[src/rtl/assert_macros.svh]
// Assertion macros shared by the RTL.
// Depends on nothing; the user module supplies clk and rst.
`ifndef ASSERT_MACROS_SVH
`define ASSERT_MACROS_SVH
`ifndef SYNTH
`define ASSERT_CLK(label, prop) \
  label: assert property (@(posedge clk) disable iff (rst) prop) \
    else $error("assertion failed");
`define ASSERT_NEVER(label, expr) \
  label: assert property (@(posedge clk) disable iff (rst) !(expr)) \
    else $error("forbidden condition seen");
`else
`define ASSERT_CLK(label, prop)
`define ASSERT_NEVER(label, expr)
`endif
`endif

[src/rtl/bdlp_pkg.sv]
// Types and constants for the button debounce / long-press block.
// No dependencies.
`default_nettype none
package bdlp_pkg;
  localparam int BUTTONS  = 8;
  localparam int LANES    = (BUTTONS > 8) ? 8 : BUTTONS;
  localparam int IDX_W    = (LANES > 1) ? $clog2(LANES) : 1;
  localparam logic [7:0] LANE_MASK = 8'((9'd1 << LANES) - 9'd1);

  localparam logic [15:0] DEBOUNCE_RESET   = 16'd50;
  localparam logic [15:0] LONG_PRESS_RESET = 16'd5000;

  typedef enum logic [1:0] {
    REG_DEBOUNCE   = 2'd0,
    REG_LONG_PRESS = 2'd1,
    REG_POLARITY   = 2'd2
  } reg_idx_t;

  typedef enum logic [1:0] {
    EV_PRESS   = 2'd0,
    EV_RELEASE = 2'd1,
    EV_LONG    = 2'd2
  } ev_t;

  typedef enum logic [1:0] {
    ST_IDLE,
    ST_SCAN,
    ST_FLUSH
  } state_t;

  function automatic logic [15:0] at_least_one(input logic [15:0] v);
    return (v == 16'd0) ? 16'd1 : v;
  endfunction
endpackage
`default_nettype wire

[src/rtl/button_debounce_long_press_core.sv]
// Top level of the button debounce / long-press block.
// Depends on bdlp_pkg and assert_macros.svh.
//
// One input word is one tick with the raw levels of the buttons. A small
// sequencer walks the buttons with one shared 16-bit decrement-and-test
// unit: per button a debounce countdown step, then a long-press countdown
// step; after the last button a flush state, then back to idle. A new input
// word is taken only when idle; the scan and the flush hold while the
// output word is stalled. Events leave in ascending button order, one word
// each; the final event of a tick has last set. in_ready is high only
// while the sequencer is idle. Configuration writes are taken every cycle
// and must only be issued while idle.
`default_nettype none
`include "assert_macros.svh"
module button_debounce_long_press_core
  import bdlp_pkg::*;
(
  input  wire logic        clk,
  input  wire logic        rst,
  input  wire logic        cfg_valid,
  output logic             cfg_ready,
  input  wire logic [1:0]  cfg_index,
  input  wire logic [15:0] cfg_data,
  input  wire logic        in_valid,
  output logic             in_ready,
  input  wire logic [7:0]  levels,
  output logic             out_valid,
  input  wire logic        out_ready,
  output logic [2:0]       button,
  output logic [1:0]       event_res,
  output logic             last
);

  state_t state, state_next;

  logic [15:0]      debounce_ticks;
  logic [15:0]      long_press_ticks;
  logic             press_low;

  logic [LANES-1:0] lv;
  logic [LANES-1:0] prev;
  logic [LANES-1:0] drun;
  logic [LANES-1:0] hrun;
  logic [15:0]      dcnt [LANES];
  logic [15:0]      hcnt [LANES];

  logic [IDX_W-1:0] idx;
  logic             phase;
  logic             touched;

  logic             pend_valid;
  logic [2:0]       pend_button;
  ev_t              pend_ev;

  logic             cur_bit;
  logic             changed;
  logic             pressed;
  logic [15:0]      dec_in;
  logic [15:0]      dec_out;
  logic             dec_zero;
  logic             ev_fire;
  ev_t              ev_code;
  logic             out_free;
  logic             stall;
  logic             advance;
  logic             scan_end;
  logic             out_load;

  // shared decrement unit and event decode
  always_comb begin
    cur_bit  = lv[idx];
    changed  = cur_bit ^ prev[idx];
    pressed  = (cur_bit != press_low);
    dec_in   = phase ? hcnt[idx] : dcnt[idx];
    dec_out  = dec_in - 16'd1;
    dec_zero = (dec_out == 16'd0);
    ev_fire  = 1'b0;
    ev_code  = EV_PRESS;
    if (!phase) begin
      if (!changed && drun[idx] && dec_zero) begin
        ev_fire = 1'b1;
        ev_code = pressed ? EV_PRESS : EV_RELEASE;
      end
    end else begin
      if (!touched && hrun[idx] && dec_zero) begin
        ev_fire = 1'b1;
        ev_code = EV_LONG;
      end
    end
  end

  assign out_free = !out_valid || out_ready;
  assign stall    = ev_fire && pend_valid && !out_free;
  assign advance  = (state == ST_SCAN) && !stall;
  assign scan_end = phase && (idx == IDX_W'(LANES - 1));
  assign out_load = (advance && ev_fire && pend_valid) ||
                    (state == ST_FLUSH && pend_valid && out_free);

  always_comb begin
    state_next = state;
    unique case (state)
      ST_IDLE:  if (in_valid) state_next = ST_SCAN;
      ST_SCAN:  if (advance && scan_end) state_next = ST_FLUSH;
      ST_FLUSH: if (!pend_valid || out_free) state_next = ST_IDLE;
      default:  state_next = ST_IDLE;
    endcase
  end

  always_comb begin
    in_ready  = (state == ST_IDLE);
    cfg_ready = 1'b1;
  end

  always_ff @(posedge clk) begin
    if (rst) begin
      state            <= ST_IDLE;
      debounce_ticks   <= DEBOUNCE_RESET;
      long_press_ticks <= LONG_PRESS_RESET;
      press_low        <= 1'b1;
      prev             <= LANE_MASK[LANES-1:0];
      drun             <= '0;
      hrun             <= '0;
      idx              <= '0;
      phase            <= 1'b0;
      touched          <= 1'b0;
      pend_valid       <= 1'b0;
      out_valid        <= 1'b0;
    end else begin
      state <= state_next;

      if (cfg_valid && cfg_ready) begin
        unique case (cfg_index)
          REG_DEBOUNCE:   debounce_ticks   <= cfg_data;
          REG_LONG_PRESS: long_press_ticks <= cfg_data;
          REG_POLARITY:   press_low        <= cfg_data[0];
          default: ;
        endcase
      end

      if (out_load) out_valid <= 1'b1;
      else if (out_valid && out_ready) out_valid <= 1'b0;

      if (in_valid && in_ready) begin
        lv    <= levels[LANES-1:0];
        idx   <= '0;
        phase <= 1'b0;
      end

      if (advance) begin
        if (!phase) begin
          prev[idx] <= cur_bit;
          touched   <= !changed && drun[idx] && dec_zero;
          if (changed) begin
            dcnt[idx] <= at_least_one(debounce_ticks);
            drun[idx] <= 1'b1;
          end else if (drun[idx]) begin
            dcnt[idx] <= dec_out;
            if (dec_zero) begin
              drun[idx] <= 1'b0;
              if (pressed) begin
                hcnt[idx] <= at_least_one(long_press_ticks);
                hrun[idx] <= 1'b1;
              end else begin
                hrun[idx] <= 1'b0;
              end
            end
          end
          phase <= 1'b1;
        end else begin
          if (!touched && hrun[idx]) begin
            hcnt[idx] <= dec_out;
            if (dec_zero) hrun[idx] <= 1'b0;
          end
          phase <= 1'b0;
          idx   <= scan_end ? '0 : idx + IDX_W'(1);
        end

        if (ev_fire) begin
          if (pend_valid) begin
            button    <= pend_button;
            event_res <= pend_ev;
            last      <= 1'b0;
          end
          pend_valid  <= 1'b1;
          pend_button <= 3'(idx);
          pend_ev     <= ev_code;
        end
      end

      if (state == ST_FLUSH && pend_valid && out_free) begin
        button     <= pend_button;
        event_res  <= pend_ev;
        last       <= 1'b1;
        pend_valid <= 1'b0;
      end
    end
  end

  `ASSERT_NEVER(a_idle_no_pending, state == ST_IDLE && pend_valid)
  `ASSERT_CLK(a_accept_starts_scan, in_valid && in_ready |=> state == ST_SCAN)
  `ASSERT_CLK(a_flush_exit, state == ST_FLUSH && !pend_valid |=> state == ST_IDLE)
  `ASSERT_NEVER(a_hold_touched_phase, state == ST_IDLE && phase)

endmodule
`default_nettype wire

[config.mk]
export PLATFORM = sky130hd
export DESIGN_NAME = button_debounce_long_press_core
export DESIGN_NICKNAME = d
export VERILOG_FILES = /design/src/rtl/bdlp_pkg.sv /design/src/rtl/button_debounce_long_press_core.sv
export VERILOG_INCLUDE_DIRS = /design/src /design/src/rtl
export SDC_FILE = /design/constraint.sdc
export NUM_CORES = 1
export LEC_CHECK = 0
export BUFFER_PORTS_ARGS = -buffer_cell sky130_fd_sc_hd__buf_2
export CORE_MARGIN = 4
export CORE_UTILIZATION = 30
export DETAILED_ROUTE_END_ITERATION = 8
export SYNTH_ARGS = -nofsm -noshare
export SYNTH_HDL_FRONTEND = slang
export SYNTH_SLANG_ARGS = --single-unit
[constraint.sdc]
create_clock -name clk -period 6.4 [get_ports clk]
set_input_delay 0.96 -clock clk [delete_from_list [all_inputs] [get_ports clk]]
set_output_delay 0.96 -clock clk [all_outputs]
set_load 0.01 [all_outputs]
## Word-level counts from Yosys, hierarchy flattened

Memories as Yosys holds them, arrays and structs flattened. A register that Yosys moved wholly into a read port is not among the register bits.
Index checks and enable logic that the tools add are counted.
Widths: inputs -> output; s select.

| word-level totals | value |
|---|---|
| flip-flop bits (word level) | 85 |
| RAM bits | 256 |
| input bits | 31 |
| output and inout port bits | 9 |
| logic and storage cells | 178 |
| memories | 2 |

| operators by class | value |
|---|---|
| $add $sub $neg | 2 |
| magnitude comparators | 2 |
| equality and inequality tests | 11 |
| muxes and demuxes | 83 |
| bitwise gates (word level) | 10 |
| reductions and logical operators | 50 |

Memories:

| memory | words | bits a word | rd ports | clocked after memory_dff | wr ports | RTL line | RTL |
|---|---|---|---|---|---|---|---|
| dcnt | 8 | 16 | 1 | 1 | 1 | button_debounce_long_press_core.sv:44 | `logic [15:0] dcnt [LANES];` |
| hcnt | 8 | 16 | 1 | 1 | 1 | button_debounce_long_press_core.sv:45 | `logic [15:0] hcnt [LANES];` |

Operators with widths:

| operator | count |
|---|---|
| $mux 16 | 5 |
| $mux 8 | 10 |
| $logic_not 16->1 | 3 |
| $mux 1 | 42 |
| $mux 3 | 10 |
| $mux 2 | 9 |
| $and 8x8->8 | 2 |
| $logic_and 1x1->1 | 16 |
| $or 8x8->8 | 2 |
| $reduce_bool 2->1 | 8 |
| $sub 16x1->16 const B | 1 |
| $bmux 1 s3 | 4 |
| $reduce_and 2->1 | 6 |
| $bwmux 8 | 1 |
| $not 8->8 | 1 |
| $reduce_and 4->1 | 2 |
| $logic_not 1->1 | 6 |
| $ne 2x2->1 const B | 3 |
| $pmux 2 s3 | 1 |
| $reduce_and 3->1 | 2 |
| $reduce_and 5->1 | 1 |
| $eq 2x1->1 const B | 2 |
| $eq 2x2->1 const B | 2 |
| $logic_not 2->1 | 2 |
| 12 further kinds | 17 |

## Logic depth before layout (Yosys ltp)

| logic depth | value |
|---|---|
| depth in word-level cells | 16 |
| depth in mapped cells | 19 |
| depth with buffers taken out | 14 |

## Least setup slack after synthesis

OpenSTA, ideal clock, no wires.

| timing | value |
|---|---|
| path type | reg-to-reg |
| start | register idx[0] |
| end | memory hcnt[0][0] (enable) |
| library setup time | 431 ps |
| data arrival time | 5399 ps |
| data required time | 5969 ps |
| path slack | 570 ps |
| cell stages (with the launch flop) | 15 |
| path buffers | 1 |
| clock period less this slack | 5830 ps |
| cell sequence | dfxtp_1 > buf_2 > mux2_2 > a221oi_1 > o221a_2 > a41oi_1 > inv_1 > ha_1 > o221ai_1 > nor3_1 > xor2_1 > or4b_4 > a2111oi_4 > a31oi_1 > nor4_1 |

| on the way | value |
|---|---|
| word-level cells in the longest chain between the ends | 16 |
| elaborated cells between the ends (all ways) | 36 |
| those cells by class | 1 x eq/ne; 24 x mux; 2 x bitwise; 9 x reduce/logical |

RTL lines:

| what | RTL line | RTL |
|---|---|---|
| start, declared | button_debounce_long_press_core.sv:47 | `logic [IDX_W-1:0] idx;` |
| start signal, assigned | button_debounce_long_press_core.sv:175 | `idx <= scan_end ? '0 : idx + IDX_W'(1);` |
| $bmux 1 s3 (on tied branches) | button_debounce_long_press_core.sv:71, button_debounce_long_press_core.sv:72 |  |
| $mux 1 (on tied branches) | button_debounce_long_press_core.sv:71, button_debounce_long_press_core.sv:72 |  |
| $xor 1x1->1 | button_debounce_long_press_core.sv:72 | `changed = cur_bit ^ prev[idx];` |
| $logic_not 1->1 | button_debounce_long_press_core.sv:80 | `if (!changed && drun[idx] && dec_zero) begin` |
| $logic_and 1x1->1 (2 in a row) | button_debounce_long_press_core.sv:80 |  |
| $mux 1 | button_debounce_long_press_core.sv:80 |  |
| $mux 1 | button_debounce_long_press_core.sv:79 | `if (!phase) begin` |
| $logic_and 1x1->1 (2 in a row) | button_debounce_long_press_core.sv:93 | `assign stall = ev_fire && pend_valid && !out_free;` |
| $logic_not 1->1 | button_debounce_long_press_core.sv:94 | `assign advance = (state == ST_SCAN) && !stall;` |
| $logic_and 1x1->1 | button_debounce_long_press_core.sv:94 |  |
| $mux 1 | button_debounce_long_press_core.sv:149 | `if (advance) begin` |
| $mux 1 | button_debounce_long_press_core.sv:115 | `if (rst) begin` |
| $mux 1 (on tied branches) | button_debounce_long_press_core.sv:161, button_debounce_long_press_core.sv:171 |  |
| $or 1x1->1 (no line) | n/a |  |
| end, declared | button_debounce_long_press_core.sv:45 |  |

Several ways; a longest one is shown, not always the timed one. The select of a mux whose other input is x is not followed.

## Worst setup path after layout

| timing | value |
|---|---|
| start | register idx[2] |
| end | memory hcnt[3][12] (enable) |

The elaborated chain is that of the path after synthesis.

==> metrics <==
outcome complete, no violations; Reg area 9590 um^2; Final period util 91.0%; maxcap violations 0; CP Data Arrival Time between 6 and 7 ns; sequential area share after synthesis about 65%; fmax 0.172 GHz; worst-path fanout max 31; H-tree lvl count 2; Tot GR Track Use about 16%; clock slew at reported path FFs around 0.06 ns; worst skew pair latency about 0.54 ns; Distinct cells, synth 84; Max Slew Vio Count 0; Final ANT Viol Nets 0; Lkg Pwr around 5.5 nW; placed cells ~1700; Die Footprint 52600 um^2; number of DRC markers in iteration 0 1064; Worst Tran Pin Value between 1 and 1.5 ns; initial antenna violation count 0; vias in the first global route 9720; initial cell density of the core slightly above 30%; area of the core 48000 um^2; Synth Flop Type edfxtp_1; Setup TNS 0 ns; cts bufs inserted 37; asr flop ratio synth 0%; Final Wtd Congestion between 0.9 and 1; Row Count 80; Period minus WS final 5.83 ns; Clock Path Buffers 3; Detail Placement HPWL between 20000 and 30000 um; Post-Syn Area roughly 15000 um^2; utilization after layout 35.2%; Syn Area/Cell about 14 um^2; first-pass GRT wire length between 60000 and 70000 um; Die H roughly 230 um; largest net degree at the start of global routing 46; CP Class reg2reg; Max IR drop VDD around 200 uV; vias a little under 10000; final number of hold-violating endpoints 0; ratio of cells with drive above 1 in the final layout between 20% and 30%; IO Count 40; DRC 0; Yosys reg bits roughly 340; Post-Layout Cell Count around 1800; port bufs 38; Die W about 230 um; nets@finish between 1000 and 1500; Total Wirelength between 40000 and 50000 um; Clock Skew 0.0284 ns; Max-slew headroom 28.0%; Mapped Cells around 1100; Final Setup Violations 0; clk sinks 341; CTS tree yes; PostCTS Resize Cnt 0; total gr overflow 0; area grow syn2layout 15.1%; Startpoint Class register; Filler Cell Count 4686; worst hold path type reg2reg; multi-input combinational cell area between 4000 and 5000 um^2; Syn Nets ~1100; hold_buf cts 0; total power approximately 4.6 mW; Synth Warn # 0; Worst Setup End Kind register; setup bufs post-CTS 0; root buf cell clkbuf_16; power per cell area around 270 nW/um^2; DR vias/cell 5.51; average wire per cell in the routed design 24.1 um; Pre-antenna DRT Iters 5; Worst Path Required between 6 and 7 ns; RSZ-0062 raised after global routing false; EDFF count, synth 275; Antenna diodes 0
-- synth_stat cells, drive strengths merged, types with 3 or more instances --
cell type | count | area (um^2)
a21oi | 50 | 254
clkbuf | 25 | 93.8
nand2b | 8 | 50.1
nor2b | 9 | 56.3
o2bb2ai | 7 | 61.3
and2 | 6 | 40.0
a221oi | 22 | 193
mux2 | 64 | 751
nor3b | 4 | 30.0
mux2i | 38 | 380
xor2 | 5 | 43.8
a22o | 3 | 26.3
a31oi | 5 | 31.3
nand4 | 3 | 18.8
a221o | 10 | 100
inv | 11 | 41.3
o221a | 7 | 87.6
mux4 | 6 | 135
edfxtp | 275 | 8260
o21ai | 29 | 145
nor2 | 47 | 176
xnor2 | 7 | 61.3
o31ai | 10 | 75.1
o221ai | 7 | 61.3
o22ai | 14 | 87.6
nor4 | 17 | 121
a22oi | 35 | 263
nand3 | 26 | 130
nor3 | 11 | 55.1
ha | 4 | 50.1
o311ai | 8 | 70.1
and3b | 8 | 70.1
or3b | 3 | 26.3
nand3b | 15 | 113
or2 | 3 | 18.8
dfxtp | 66 | 1320
buf | 44 | 293
a21o | 3 | 22.5
a211oi | 11 | 105
a211o | 6 | 53.8
nand2 | 109 | 412
-- routing by layer --
layer | wire, um | part of all wire, % | vias to the layer above | track usage (%)
li1 | - | - | 4351 | -
met5 | 0 | 0 | - | 0
met1 | 18200 | 42 | 4923 | 21.7
met2 | 19800 | 46 | 453 | 24.7
met4 | 1610 | 3.7 | 0 | 5.82
met3 | 3360 | 7.8 | 105 | 3.73
-- power breakdown --
part	switching (mW)	internal (mW)	total [mW]
Combinational	0.169	0.0849	0.254
Sequential	0.0170	2.40	2.42
Clock	0.859	1.11	1.97
-- worst max-delay path: stages, from the launching register on --
cell and delay, ns:
dfxtp_2 0.55, and2b_1 0.70, a22oi_1 0.19, o221a_2 0.32
a41oi_1 0.41, inv_1 0.21, ha_1 0.32, o221ai_1 0.19
nor3_1 0.10, xor2_1 0.19, or4b_4 0.56, a2111oi_4 0.44
buf_4 0.25, a31oi_1 0.33, nor4_2 0.43, buf_4 0.28
-- registers in the layout, indices dropped and copies added (netlist names), 2 cells and up, named ones only --
name,cells
dcnt,128
hcnt,128
lv,8
pend_ev,2
button,3
idx,3
event_res,2
pend_button,3
prev,8
state,2
long_press_ticks,16
debounce_ticks,16
-- placed cells by master, fill, tap and decap left out, types with 7 or more instances in the layout --
master / instances
a211oi_1: 8
a21oi_1: 49
a221o_1: 10
a221oi_1: 22
a22oi_1: 35
and3b_1: 8
buf_2: 38
buf_4: 58
clkbuf_1: 9
clkbuf_16: 37
clkinv_1: 10
dfxtp_1: 63
edfxtp_1: 275
inv_1: 10
mux2_2: 52
mux2_4: 8
mux2i_1: 38
nand2_1: 108
nand2b_1: 8
nand3_1: 26
nand3b_1: 15
nor2_1: 46
nor2b_1: 8
nor3_1: 11
nor4_1: 8
nor4_2: 8
o21ai_0: 25
o221ai_1: 7
o22ai_1: 14
o2bb2ai_1: 7
o31ai_1: 10
xnor2_1: 7
-- worst paths after layout --
check / startpoint / to / slack, ns / depth (start not counted)
hold reg to reg: pend_ev[1] / event_res[1] / 0.42 / 0
setup reg to reg: idx[2] / hcnt[3][12] / 0.57 / 15
hold / removal: pend_ev[1] / event_res[1] / 0.42 / 0
setup / recovery: idx[2] / hcnt[3][12] / 0.57 / 15
-- metrics by stage --
stage | instance area [um^2] | setup WS [ns] | hold WS (ns)
final | 16900 | 0.575 | 0.418
after CTS | 16900 | 0.674 | 0.420
after global routing | 16900 | 0.276 | 0.427
after floorplan | 14700 | 0.570 | 0.400
after detailed placement | 15800 | 0.733 | 0.406
after global placement | 15800 | 0.829 | 0.404
-- final cells by class --
class | count | share of cell area, %
well taps | 615 | 4.55
multi-input cells | 653 | 28.1
clock buffers | 46 | 5.68
repair buffers | 97 | 3.82
inverters | 11 | 0.244
flip-flops and latches | 341 | 56.7
clock inverters | 22 | 0.925
-- cell families (layout without fill, tap and decap cells) --
kind of cell,count (synthesis),count (layout),synth area share [%]
flops,341,341,65.2
simple gates,280,280,9.65
compound gates,248,248,12.5
mux,108,108,8.62
buf+inv,80,176,2.91
xor+xnor,12,12,0.715
fa+ha+maj,4,4,0.341
other cells,1,1,0.0255
Note: power is estimated with default switching activity, not from simulation.
